==> config.mk <==
export PLATFORM = sky130hd
export DESIGN_NAME = utf8_stream_decoder_flat
export DESIGN_NICKNAME = d
export VERILOG_FILES = /design/src/rtl/utf8sd_pkg.sv /design/src/rtl/utf8sd_channels.sv /design/src/rtl/utf8_stream_decoder.sv /design/src/rtl/utf8sd_decode.sv /design/src/rtl/utf8sd_emit.sv /design/src/flat_wrapper.sv
export VERILOG_INCLUDE_DIRS = /design/src /design/src/rtl
export SDC_FILE = /design/constraint.sdc
export NUM_CORES = 1
export LEC_CHECK = 0
export BUFFER_PORTS_ARGS = -buffer_cell sky130_fd_sc_hd__clkbuf_2
export CORE_MARGIN = 2
export CORE_UTILIZATION = 61
export CTS_CLUSTER_DIAMETER = 120
export DETAILED_ROUTE_END_ITERATION = 8
export PLACE_DENSITY = 0.82
export SLEW_MARGIN = 20
export SYNTH_ARGS = -nofsm -noshare
export SYNTH_HDL_FRONTEND = slang
export SYNTH_HIERARCHICAL = 1
export SYNTH_SLANG_ARGS = --single-unit
==> constraint.sdc <==
create_clock -name clock -period 6.4 [get_ports clock]
set_clock_uncertainty 0.05 [all_clocks]
set_input_delay 0.64 -clock clock [delete_from_list [all_inputs] [get_ports clock]]
set_output_delay 0.64 -clock clock [all_outputs]
set_load 0.005 [all_outputs]
==> src/rtl/utf8_stream_decoder_macros.svh <==
// Assertion macros for the UTF-8 stream decoder.
// Used by the decoder stage and the result sequencer; no other dependencies.
`ifndef UTF8_STREAM_DECODER_MACROS_SVH
`define UTF8_STREAM_DECODER_MACROS_SVH

`ifndef SYNTHESIS
`define UTF8SD_ASSERT(lbl, clk, rst, prop) \
   lbl: assert property (@(posedge clk) disable iff (rst) (prop)) \
      else $error("utf8 stream decoder: assertion failed");
`define UTF8SD_ASSERT_NEXT(lbl, clk, rst, ante, cons) \
   lbl: assert property (@(posedge clk) disable iff (rst) (ante) |=> (cons)) \
      else $error("utf8 stream decoder: assertion failed");
`else
`define UTF8SD_ASSERT(lbl, clk, rst, prop)
`define UTF8SD_ASSERT_NEXT(lbl, clk, rst, ante, cons)
`endif

`endif

==> src/rtl/utf8sd_pkg.sv <==
// Types and constants shared by the UTF-8 stream decoder.
// No dependencies.
`default_nettype none

package utf8sd_pkg;

   typedef logic [7:0]  byte_type;
   typedef logic [20:0] cp_type;
   typedef logic [2:0]  count_type;
   typedef logic [2:0]  len_type;
   typedef logic [1:0]  taken_type;

   typedef enum logic [1:0] {
      KIND_CP  = 2'd0,
      KIND_ERR = 2'd1,
      KIND_END = 2'd2
   } kind_type;

   // A burst is (count - 1) error beats followed by one final beat.
   typedef struct packed {
      count_type count;
      kind_type  kind;
      cp_type    code_point;
   } burst_type;

   localparam count_type MAX_RESULTS = 3'd4;

   localparam len_type LEN_NONE = 3'd0;
   localparam len_type LEN_TWO  = 3'd2;
   localparam len_type LEN_THREE = 3'd3;
   localparam len_type LEN_FOUR = 3'd4;

   localparam byte_type LEAD2_LO = 8'hC2;
   localparam byte_type LEAD2_HI = 8'hDF;
   localparam byte_type LEAD3_LO = 8'hE0;
   localparam byte_type LEAD3_HI = 8'hEF;
   localparam byte_type LEAD4_LO = 8'hF0;
   localparam byte_type LEAD4_HI = 8'hF4;
   localparam byte_type CONT_MASK = 8'hC0;
   localparam byte_type CONT_TAG  = 8'h80;

   localparam cp_type MIN_TWO   = 21'h000080;
   localparam cp_type MIN_THREE = 21'h000800;
   localparam cp_type MIN_FOUR  = 21'h010000;
   localparam cp_type SURR_LO   = 21'h00D800;
   localparam cp_type SURR_HI   = 21'h00DFFF;
   localparam cp_type CP_MAX    = 21'h10FFFF;

endpackage

`default_nettype wire

==> src/rtl/utf8sd_channels.sv <==
// Valid/ready channel interfaces for the UTF-8 stream decoder.
// Depends on utf8sd_pkg for the payload types.
`default_nettype none

interface utf8sd_req_if;
   logic                 valid;
   logic                 ready;
   utf8sd_pkg::byte_type data_byte;

   modport source (output valid, output data_byte, input ready);
   modport sink   (input valid, input data_byte, output ready);
endinterface

interface utf8sd_rsp_if;
   logic                 valid;
   logic                 ready;
   utf8sd_pkg::kind_type kind;
   utf8sd_pkg::cp_type   code_point;
   logic                 last;

   modport source (output valid, output kind, output code_point, output last, input ready);
   modport sink   (input valid, input kind, input code_point, input last, output ready);
endinterface

`default_nettype wire

==> src/rtl/utf8_stream_decoder.sv <==
// UTF-8 stream decoder: one byte per beat in, code points and errors out.
// A byte is held in the input register, then its results in the result register.
// Throughput: one byte per cycle while each byte gives at most one result and the
// result side is ready; a byte that gives more than one result holds the result register until its final beat is taken.
// Reset (synchronous, active high) drops any pending sequence and queued beats.
// Depends on utf8sd_pkg, utf8sd_channels, utf8sd_decode and utf8sd_emit.
`default_nettype none

module utf8_stream_decoder (
   input  wire logic    clock,
   input  wire logic    reset,
   utf8sd_req_if.sink   req_chan,
   utf8sd_rsp_if.source rsp_chan
);

   logic                  load;
   logic                  load_ok;
   utf8sd_pkg::burst_type burst;

   utf8sd_decode u_decode (
      .clock    (clock),
      .reset    (reset),
      .req_chan (req_chan),
      .load_ok  (load_ok),
      .load     (load),
      .burst    (burst)
   );

   utf8sd_emit u_emit (
      .clock    (clock),
      .reset    (reset),
      .load     (load),
      .burst    (burst),
      .load_ok  (load_ok),
      .rsp_chan (rsp_chan)
   );

endmodule

`default_nettype wire

==> src/rtl/utf8sd_decode.sv <==
// Input register, sequence state and per-byte decode into a result burst.
// Depends on utf8sd_pkg, utf8sd_channels and the assertion macro header.
`default_nettype none
`include "utf8_stream_decoder_macros.svh"

module utf8sd_decode (
   input  wire logic               clock,
   input  wire logic               reset,
   utf8sd_req_if.sink              req_chan,
   input  wire logic               load_ok,
   output logic                    load,
   output utf8sd_pkg::burst_type   burst
);

   logic                  in_valid_ff, in_valid_in;
   utf8sd_pkg::byte_type  byte_ff;
   utf8sd_pkg::cp_type    pv_ff, pv_in;
   utf8sd_pkg::len_type   exp_ff, exp_in;
   utf8sd_pkg::taken_type taken_ff, taken_in;

   logic                  req_fire;
   logic                  pending;
   logic                  is_cont;
   logic                  lead_has;
   utf8sd_pkg::kind_type  lead_kind;
   utf8sd_pkg::cp_type    lead_cp;
   utf8sd_pkg::len_type   lead_len;
   utf8sd_pkg::cp_type    lead_pv;
   utf8sd_pkg::taken_type lead_taken;
   utf8sd_pkg::cp_type    acc;
   utf8sd_pkg::len_type   sum;
   utf8sd_pkg::cp_type    minimum;
   logic                  bad;

   assign req_chan.ready = !in_valid_ff || load_ok;
   assign req_fire       = req_chan.valid && req_chan.ready;
   assign load           = in_valid_ff && load_ok;

   always_comb begin
      if (req_fire) begin
         in_valid_in = 1'b1;
      end else if (load) begin
         in_valid_in = 1'b0;
      end else begin
         in_valid_in = in_valid_ff;
      end
   end

   // Treatment of a byte as if no sequence were pending.
   always_comb begin
      lead_has   = 1'b0;
      lead_kind  = utf8sd_pkg::KIND_ERR;
      lead_cp    = '0;
      lead_len   = utf8sd_pkg::LEN_NONE;
      lead_pv    = '0;
      lead_taken = 2'd0;
      if (byte_ff == 8'd0) begin
         lead_has  = 1'b1;
         lead_kind = utf8sd_pkg::KIND_END;
      end else if (!byte_ff[7]) begin
         lead_has  = 1'b1;
         lead_kind = utf8sd_pkg::KIND_CP;
         lead_cp   = {13'd0, byte_ff};
      end else if (byte_ff >= utf8sd_pkg::LEAD2_LO && byte_ff <= utf8sd_pkg::LEAD2_HI) begin
         lead_len   = utf8sd_pkg::LEN_TWO;
         lead_pv    = {16'd0, byte_ff[4:0]};
         lead_taken = 2'd1;
      end else if (byte_ff >= utf8sd_pkg::LEAD3_LO && byte_ff <= utf8sd_pkg::LEAD3_HI) begin
         lead_len   = utf8sd_pkg::LEN_THREE;
         lead_pv    = {17'd0, byte_ff[3:0]};
         lead_taken = 2'd1;
      end else if (byte_ff >= utf8sd_pkg::LEAD4_LO && byte_ff <= utf8sd_pkg::LEAD4_HI) begin
         lead_len   = utf8sd_pkg::LEN_FOUR;
         lead_pv    = {18'd0, byte_ff[2:0]};
         lead_taken = 2'd1;
      end else begin
         lead_has = 1'b1;
      end
   end

   assign pending = (exp_ff == utf8sd_pkg::LEN_TWO) || (exp_ff == utf8sd_pkg::LEN_THREE)
                    || (exp_ff == utf8sd_pkg::LEN_FOUR);
   assign is_cont = (byte_ff & utf8sd_pkg::CONT_MASK) == utf8sd_pkg::CONT_TAG;
   assign acc     = {pv_ff[14:0], byte_ff[5:0]};
   assign sum     = {1'b0, taken_ff} + 3'd1;

   always_comb begin
      case (exp_ff)
         utf8sd_pkg::LEN_TWO:   minimum = utf8sd_pkg::MIN_TWO;
         utf8sd_pkg::LEN_THREE: minimum = utf8sd_pkg::MIN_THREE;
         default:               minimum = utf8sd_pkg::MIN_FOUR;
      endcase
   end

   assign bad = (acc < minimum)
                || (acc >= utf8sd_pkg::SURR_LO && acc <= utf8sd_pkg::SURR_HI)
                || (acc > utf8sd_pkg::CP_MAX);

   always_comb begin
      pv_in    = pv_ff;
      exp_in   = exp_ff;
      taken_in = taken_ff;
      burst    = '{count: 3'd0, kind: utf8sd_pkg::KIND_ERR, code_point: '0};
      if (load) begin
         if (!pending) begin
            pv_in    = lead_pv;
            exp_in   = lead_len;
            taken_in = lead_taken;
            burst    = '{count: {2'd0, lead_has}, kind: lead_kind, code_point: lead_cp};
         end else if (is_cont) begin
            if (sum >= exp_ff) begin
               pv_in    = '0;
               exp_in   = utf8sd_pkg::LEN_NONE;
               taken_in = 2'd0;
               if (bad) begin
                  burst = '{count: exp_ff, kind: utf8sd_pkg::KIND_ERR, code_point: '0};
               end else begin
                  burst = '{count: 3'd1, kind: utf8sd_pkg::KIND_CP, code_point: acc};
               end
            end else begin
               pv_in    = acc;
               taken_in = sum[1:0];
            end
         end else begin
            // The interrupted sequence costs one error per byte taken, then the
            // byte is handled again as a lead.
            pv_in    = lead_pv;
            exp_in   = lead_len;
            taken_in = lead_taken;
            burst.count = {1'b0, taken_ff} + {2'd0, lead_has};
            if (lead_has) begin
               burst.kind       = lead_kind;
               burst.code_point = lead_cp;
            end
         end
      end
   end

   always_ff @(posedge clock) begin
      if (reset) begin
         in_valid_ff <= 1'b0;
         pv_ff       <= '0;
         exp_ff      <= utf8sd_pkg::LEN_NONE;
         taken_ff    <= 2'd0;
      end else begin
         in_valid_ff <= in_valid_in;
         pv_ff       <= pv_in;
         exp_ff      <= exp_in;
         taken_ff    <= taken_in;
      end
   end

   always_ff @(posedge clock) begin
      if (req_fire) begin
         byte_ff <= req_chan.data_byte;
      end
   end

   `UTF8SD_ASSERT(a_len_legal, clock, reset, exp_ff == utf8sd_pkg::LEN_NONE || pending)
   `UTF8SD_ASSERT(a_taken_range, clock, reset, (exp_ff == utf8sd_pkg::LEN_NONE) || (taken_ff != 2'd0 && {1'b0, taken_ff} < exp_ff))
   `UTF8SD_ASSERT(a_idle_clear, clock, reset, (exp_ff != utf8sd_pkg::LEN_NONE) || (pv_ff == '0 && taken_ff == 2'd0))

endmodule

`default_nettype wire

==> src/rtl/utf8sd_emit.sv <==
// Result register that plays out a burst one beat per cycle while the result side is ready.
// Depends on utf8sd_pkg, utf8sd_channels and the assertion macro header.
`default_nettype none
`include "utf8_stream_decoder_macros.svh"

module utf8sd_emit (
   input  wire logic                  clock,
   input  wire logic                  reset,
   input  wire logic                  load,
   input  wire utf8sd_pkg::burst_type burst,
   output logic                       load_ok,
   utf8sd_rsp_if.source               rsp_chan
);

   utf8sd_pkg::count_type cnt_ff, cnt_in;
   utf8sd_pkg::kind_type  kind_ff;
   utf8sd_pkg::cp_type    cp_ff;
   logic                  rsp_fire;

   assign rsp_fire = rsp_chan.valid && rsp_chan.ready;
   // A new burst may enter as the final beat of the current one leaves.
   assign load_ok  = (cnt_ff == 3'd0) || (cnt_ff == 3'd1 && rsp_chan.ready);

   always_comb begin
      if (load) begin
         cnt_in = burst.count;
      end else if (rsp_fire) begin
         cnt_in = cnt_ff - 3'd1;
      end else begin
         cnt_in = cnt_ff;
      end
   end

   assign rsp_chan.valid      = cnt_ff != 3'd0;
   assign rsp_chan.last       = cnt_ff == 3'd1;
   assign rsp_chan.kind       = (cnt_ff > 3'd1) ? utf8sd_pkg::KIND_ERR : kind_ff;
   assign rsp_chan.code_point = (cnt_ff > 3'd1) ? '0 : cp_ff;

   always_ff @(posedge clock) begin
      if (reset) begin
         cnt_ff <= '0;
      end else begin
         cnt_ff <= cnt_in;
      end
   end

   always_ff @(posedge clock) begin
      if (load) begin
         kind_ff <= burst.kind;
         cp_ff   <= burst.code_point;
      end
   end

   `UTF8SD_ASSERT(a_load_when_free, clock, reset, !load || cnt_ff == 3'd0 || (cnt_ff == 3'd1 && rsp_fire))
   `UTF8SD_ASSERT(a_count_bound, clock, reset, cnt_ff <= utf8sd_pkg::MAX_RESULTS)
   `UTF8SD_ASSERT_NEXT(a_burst_continues, clock, reset, rsp_fire && !rsp_chan.last, rsp_chan.valid && !load_ok || rsp_chan.valid)

endmodule

`default_nettype wire

==> src/flat_wrapper.sv <==
// flat-port wrapper written by rule: the top's interface ports become plain ports
module utf8_stream_decoder_flat 
  (clock, reset, req_chan_valid, req_chan_data_byte, req_chan_ready, rsp_chan_valid, rsp_chan_kind, rsp_chan_code_point, rsp_chan_last, rsp_chan_ready);
  utf8sd_req_if req_chan_i ();
  utf8sd_rsp_if rsp_chan_i ();
  input  wire logic clock;
  input  wire logic reset;
  input wire logic [$bits(req_chan_i.valid)-1:0] req_chan_valid;
  input wire logic [$bits(req_chan_i.data_byte)-1:0] req_chan_data_byte;
  output wire logic [$bits(req_chan_i.ready)-1:0] req_chan_ready;
  output wire logic [$bits(rsp_chan_i.valid)-1:0] rsp_chan_valid;
  output wire logic [$bits(rsp_chan_i.kind)-1:0] rsp_chan_kind;
  output wire logic [$bits(rsp_chan_i.code_point)-1:0] rsp_chan_code_point;
  output wire logic [$bits(rsp_chan_i.last)-1:0] rsp_chan_last;
  input wire logic [$bits(rsp_chan_i.ready)-1:0] rsp_chan_ready;
  assign req_chan_i.valid = req_chan_valid;
  assign req_chan_i.data_byte = req_chan_data_byte;
  assign req_chan_ready = req_chan_i.ready;
  assign rsp_chan_valid = rsp_chan_i.valid;
  assign rsp_chan_kind = rsp_chan_i.kind;
  assign rsp_chan_code_point = rsp_chan_i.code_point;
  assign rsp_chan_last = rsp_chan_i.last;
  assign rsp_chan_i.ready = rsp_chan_ready;
  utf8_stream_decoder u_core (.clock(clock), .reset(reset), .req_chan(req_chan_i), .rsp_chan(rsp_chan_i));
endmodule
== After elaboration in Yosys (flattened, before gate mapping) ==
Cells that the tools add are included.
Operators by class
  order comparisons: 12
  muxes and demuxes: 45
  reduce and logical (&&, ||, !) cells: 21
  eq/ne operators: 6
  $add $sub $neg: 3
Operators with widths (count)
  $mux 26: 4
  $mux 15: 3
  $pmux 17 s2: 1
  $mux 3: 11
  $ge 8x8->1 const B: 3
  $le 8x8->1 const B: 3
  $mux 23: 1
  $ge 21x16->1 const B: 1
  $gt 21x21->1 const B: 1
  $le 21x16->1 const B: 1
  $lt 21x17->1: 1
  $mux 21: 1
  $mux 5: 3
  $mux 7: 2
  $mux 1: 13
  $mux 2: 5
  $logic_and 1x1->1: 8
  $logic_not 8->1: 1
  $eq 3x2->1 const B: 2
  $logic_or 1x1->1: 6
  $mux 4: 1
  $reduce_bool 2->1: 2
  $add 2x1->3: 1
  $add 2x1->3 const B: 1
  11 further kinds: 11
Storage, ports and cells
  bits of input ports: 12
  logic and storage cells: 95
  register bits: 55
  output and inout port bits: 26

== Logic depth before layout (Yosys ltp) ==
  word-level depth: 11
  gate-level depth with buffers: 12
  depth with buffers taken out: 11

== Cells and area by module ==
Netlist, hierarchy kept.
By module, submodules not included
  utf8sd_decode: cells each 181, area an instance 1629.1 sq um, instances 1, seq. area each 660.6 sq um
  utf8sd_emit: cells each 75, area an instance 1113.6 sq um, instances 1, seq. area each 750.7 sq um

== Worst setup path before layout ==
No wires, ideal clock.
  path kind: flip-flop to flip-flop
  start point: register u_core.u_emit.cnt_ff[1]
  end point: register u_core.u_emit.cnt_ff[0]
  buffers on the path: 1
  cell stages (with the launch flop): 13
  slack: 3407 ps
  setup time: 104 ps
  arrival: 2839 ps
  data required time: 6246 ps
  period minus slack after synthesis: 2993 ps
  cells stage by stage: dfxtp_1 inv_1 ha_1 nor2b_1 nand2_1 nand2_1 nand2_1 inv_1 clkbuf_1 o21ai_0 o22ai_1 inv_1 a2111oi_2
On the way
  word-level cells in the longest chain between the ends: 5
  elaborated cells between the ends (all ways): 9
  those cells by class: eq/ne (1); mux (1); reduce/logical (7)
RTL lines
  start, declared: RTL line utf8sd_emit.sv:15  | utf8sd_pkg::count_type cnt_ff, cnt_in;
  start signal, assigned: RTL line utf8sd_emit.sv:43  | cnt_ff <= cnt_in;
  $eq 3x1->1 *
  named net rsp_chan_last: RTL line flat_wrapper.sv:14  | output wire logic [$bits(rsp_chan_i.last)-1:0] rsp_chan_last;
  $logic_and 1x1->1 *: RTL line utf8sd_emit.sv:22  | assign load_ok = (cnt_ff == 3'd0) || (cnt_ff == 3'd1 && rsp_chan.ready);
  $logic_or 1x1->1 *: RTL line utf8sd_emit.sv:22
  named net u_core.load_ok: RTL line utf8_stream_decoder.sv:17  | logic load_ok;
  $logic_and 1x1->1 *: RTL line utf8sd_decode.sv:37  | assign load = in_valid_ff && load_ok;
  named net u_core.load: RTL line utf8_stream_decoder.sv:16  | logic load;
  $mux 3 / $reduce_bool 2->1 (equally long branches)
The timed path passes the listed nets; every way through them passes the cells marked *.
A chain may end at the register's enable or synchronous reset.

== Final worst setup path ==
  start point: register u_core.u_emit.cnt_ff[0]
  end point: register u_core.u_decode.exp_ff[0]
On the way
  word-level cells in the longest chain between the ends: 5
  elaborated cells between the ends (all ways): 6
  those cells by class: eq/ne (1); reduce/logical (5)
RTL lines
  $eq 3x1->1: RTL line utf8sd_emit.sv:22
  $logic_and 1x1->1: RTL line utf8sd_emit.sv:22
  $logic_or 1x1->1 *: RTL line utf8sd_emit.sv:22
  named net u_core.load_ok: RTL line utf8_stream_decoder.sv:17
  $logic_and 1x1->1 *: RTL line utf8sd_decode.sv:37
  named net u_core.load: RTL line utf8_stream_decoder.sv:16
  $reduce_and 2->1 (no source line) *
  end signal, assigned: RTL line utf8sd_decode.sv:143  | exp_ff <= utf8sd_pkg::LEN_NONE;
  end signal, assigned: RTL line utf8sd_decode.sv:148  | exp_ff <= exp_in;
  end, declared: RTL line utf8sd_decode.sv:18  | utf8sd_pkg::len_type exp_ff, exp_in;
Marked as above.

==> results.sh <==
export IMPL_post_cts_resized=0
export IMPL_pwr_share_seq=0.439
export IMPL_outcome="finished, final reports clean"
export IMPL_die_h_um=71.06
export IMPL_row_count=24
export IMPL_period_share=0.4889
export IMPL_setup_viol=0
export IMPL_power_mw=1.043
export IMPL_drcViolationCount=0
export IMPL_antenna_found_initial=0
export IMPL_htreeDepth=2
export IMPL_synth_simple_area_share=0.2596
export IMPL_critPathSlowestCell="inv_1"
export IMPL_p_int_mw=0.7129
export IMPL_synth_top_family_by_area="simple AND/OR/NAND/NOR gates"
export IMPL_max_slew_margin=0.3664
export IMPL_combPwrFrac=0.346
export IMPL_vias_per_cell=5.843
export IMPL_die_area_um2=5049
export IMPL_crit_required_ns=6.59
export IMPL_fillCellCount=331
export IMPL_hold_viol=0
export IMPL_ff_latch_area_um2=1411
export IMPL_synth_edf_count=31
export IMPL_yosys_warnings=6
export IMPL_pwr_share_clk=0.215
export IMPL_antenna_left=0
export IMPL_drive_gt1_frac=0.2628
export IMPL_final_common_cell="clkbuf_2"
export IMPL_num_io_pins=38
export IMPL_power_density_nw_per_um2=340.6
export IMPL_cts_buffers=5
export IMPL_dieWidth_um=71.06
export IMPL_synth_mux_area_frac=0.003650
export IMPL_crit_type="reg2reg"
export IMPL_max_stage_delay_ns=0.66
export IMPL_synth_fa_ha_area_frac=0.05018
export IMPL_synth_ff_type="edfxtp_1"
export IMPL_synth_compound_area_frac=0.1410
export IMPL_wl_um=5206
export IMPL_whs_path_depth=2
export IMPL_start_util=0.6299
export IMPL_gr_total_overflow=0
export IMPL_yosysSeqAreaShare=0.5146
export IMPL_cts_sinks=55
export IMPL_path_clk_slew_ns=0.09
export IMPL_synth_area_um2=2743
export IMPL_finalWeightedCongestion=0.8724
export IMPL_cpLargestDelayFamily="simple AND/OR/NAND/NOR gates"
export IMPL_fin_nets=315
export IMPL_drt_pass1_iterations=5
export IMPL_synthXorXnorAreaFrac=0
export IMPL_grt_pass1_wl_um=8776
export IMPL_critical_path_reg2reg_endpoint="u_core/u_decode/exp_ff[0]$_SDFFE_PP0P_"
export IMPL_syn_avg_cell_area_um2=10.71
export IMPL_rr_worst_depth=9
export IMPL_track_usage=0.2228
export IMPL_async_flop_share=0
export IMPL_antenna_cells=0
export IMPL_insertion_delay_ns=0.31
export IMPL_path_buf_inv=1
export IMPL_path_common_cell="nand2_1"
export IMPL_design_core_area_um2=4354
export IMPL_cts_max_path_buffers=2
export IMPL_rsz0062_at_grt="no"
export IMPL_post_cts_buffers=0
export IMPL_r2r_start="u_core/u_emit/cnt_ff[0]$_SDFFE_PP0P_"
export IMPL_critPathLaunchType="flip-flop"
export IMPL_ctsHoldBuffers=0
export IMPL_crit_chain="ha_1 > nor2b_1 > nand2_1 > nand2_1 > nand2_1 > inv_1 > o31ai_1 > or4b_1 > a21oi_1"
export IMPL_vias=2016
export IMPL_port_buffers=37
export IMPL_first_iter_violations=143
export IMPL_areaGrowthSynthToFinish_pct=11.68
export IMPL_netSwitchingFraction=0.3168
export IMPL_switching_power_mw=0.3305
export IMPL_cp_end_kind="flip-flop"
export IMPL_synth_cell_type_count=51
export IMPL_hold_class="reg2reg"
export IMPL_cts_tree="yes"
export IMPL_p_leak_nw=1.190
export IMPL_r2r_slack_ns=3.27
export IMPL_final_cell_mix="clkbuf_2, edfxtp_1, dfxtp_1, nor2_1, and2_2"
export IMPL_slew_violations=0
export IMPL_synth_cells=256
export IMPL_wl_per_cell_um=15.09
export IMPL_multi_input_area_um2=1246
export IMPL_min_from="u_core/u_decode/pv_ff[0]$_SDFFE_PP0P_"
export IMPL_worstMarginPinSlew_ns=0.9468
export IMPL_ys_ff_latch=55
export IMPL_hold_end="u_core/u_decode/pv_ff[0]$_SDFFE_PP0P_"
export IMPL_post_dp_hpwl_um=3826
export IMPL_max_cap_viol_count=0
export IMPL_post_route_min_period_ns=3.129
export IMPL_synth_nets=279
export IMPL_peakVddDrop_v=0.0002322
export IMPL_cp_max_fo=24
export IMPL_critPathArrivalTime_ns=3.32
export IMPL_cts_root_buf="clkbuf_8"
export IMPL_grt_pass1_vias=1947
export IMPL_fin_setup_tns_ns=0
export IMPL_grt_start_max_net_pins=26
export IMPL_fmax_mhz=319.6
cells in the mapped netlist (all sizes together) (3+ instances only):
master,instances,share of area
inv,8,0.011
nand2,16,0.022
nand2b,5,0.014
a21oi,10,0.020
nor3,7,0.015
o22ai,3,0.0068
and2,41,0.10
nor2b,7,0.016
clkbuf,8,0.012
ha,11,0.050
nand3,4,0.0073
edfxtp,31,0.34
o211ai,3,0.0082
nor2,23,0.031
a22oi,12,0.033
nor4,3,0.0068
o21a,5,0.014
or4,4,0.011
dfxtp,24,0.18
kinds of logic (layout without fill, tap and decap cells):
family	Yosys count	after routing
DFF	55	55
AOI/OAI and AO/OA	52	52
buffers and inverters	18	55
adders and majority gates	11	11
and+or+nand+nor	119	119
muxes	1	1
metal layers:
metal | global-route usage | share of wire | wire (um)
met4 | 0.08176 | 0.013 | 68
met5 | 0 | 0 | 0
met3 | 0.05556 | 0.061 | 319
met2 | 0.3759 | 0.49 | 2552
met1 | 0.2784 | 0.44 | 2267
power by group through the flow:
stage	clock, mW	combinational [mW]	sequential, mW
3_3_place_gp	0	0.348	0.463
2_1_floorplan	0	0.246	0.455
3_5_place_dp	0	0.362	0.465
5_1_grt	0.245	0.401	0.464
6_report	0.224	0.361	0.458
4_1_cts	0.230	0.364	0.457
through the flow:
| step | instances | instance area, um^2 | setup slack (ns) | hold WS (ns) | utilization |
|---|---|---|---|---|---|
| after floorplan | 256 | 2743 | 3.407 | 0.3987 | - |
| after global placement | 337 | 2953 | 3.390 | 0.4156 | 0.6782 |
| after detailed placement | 337 | 2953 | 3.310 | 0.4228 | 0.6782 |
| after CTS | 345 | 3063 | 3.343 | 0.4349 | 0.7034 |
| after global routing | 345 | 3063 | 2.977 | 0.4362 | 0.7034 |
| final | 345 | 3063 | 3.271 | 0.4349 | 0.7034 |
layout make-up:
class,count,share of cell area
Inverter,8,0.009804
Tap cell,52,0.02124
Clock buffer,6,0.02369
Sequential cell,55,0.4608
Multi-Input combinational cell,183,0.4069
Clock inverter,2,0.01225
Timing Repair Buffer,39,0.06536
tightest hold or removal path, cell delays in order, from the launching register on:
cell,delay (ns)
dfxtp_1,0.33
nand2_1,0.06
a21oi_1,0.05
state kept, by name, summed over array words and instances (netlist names):
register                     flops
u_core/u_emit/cp_ff             21
u_core/u_decode/taken_ff         2
u_core/u_emit/cnt_ff             3
u_core/u_emit/kind_ff            2
u_core/u_decode/byte_ff          8
u_core/u_decode/pv_ff           15
u_core/u_decode/exp_ff           3
u_core/u_decode/in_valid_ff      1
worst max path at each step:
| stage | cells after the start | from | slack [ns] | endpoint |
|---|---|---|---|---|
| floorplan | 12 | u_core/u_emit/cnt_ff[1]$_SDFFE_PP0P_ | 3.41 | u_core/u_emit/cnt_ff[0]$_SDFFE_PP0P_ |
| global placement | 8 | rsp_chan_ready | 3.39 | u_core/u_decode/exp_ff[0]$_SDFFE_PP0P_ |
| detailed placement | 8 | rsp_chan_ready | 3.31 | u_core/u_decode/exp_ff[0]$_SDFFE_PP0P_ |
| CTS | 10 | u_core/u_emit/cnt_ff[1]$_SDFFE_PP0P_ | 3.34 | u_core/u_decode/exp_ff[0]$_SDFFE_PP0P_ |
| global route | 10 | u_core/u_emit/cnt_ff[1]$_SDFFE_PP0P_ | 2.98 | u_core/u_decode/exp_ff[0]$_SDFFE_PP0P_ |
| finish | 9 | u_core/u_emit/cnt_ff[0]$_SDFFE_PP0P_ | 3.27 | u_core/u_decode/exp_ff[0]$_SDFFE_PP0P_ |
No activity file was read; power rests on OpenSTA's default activity.
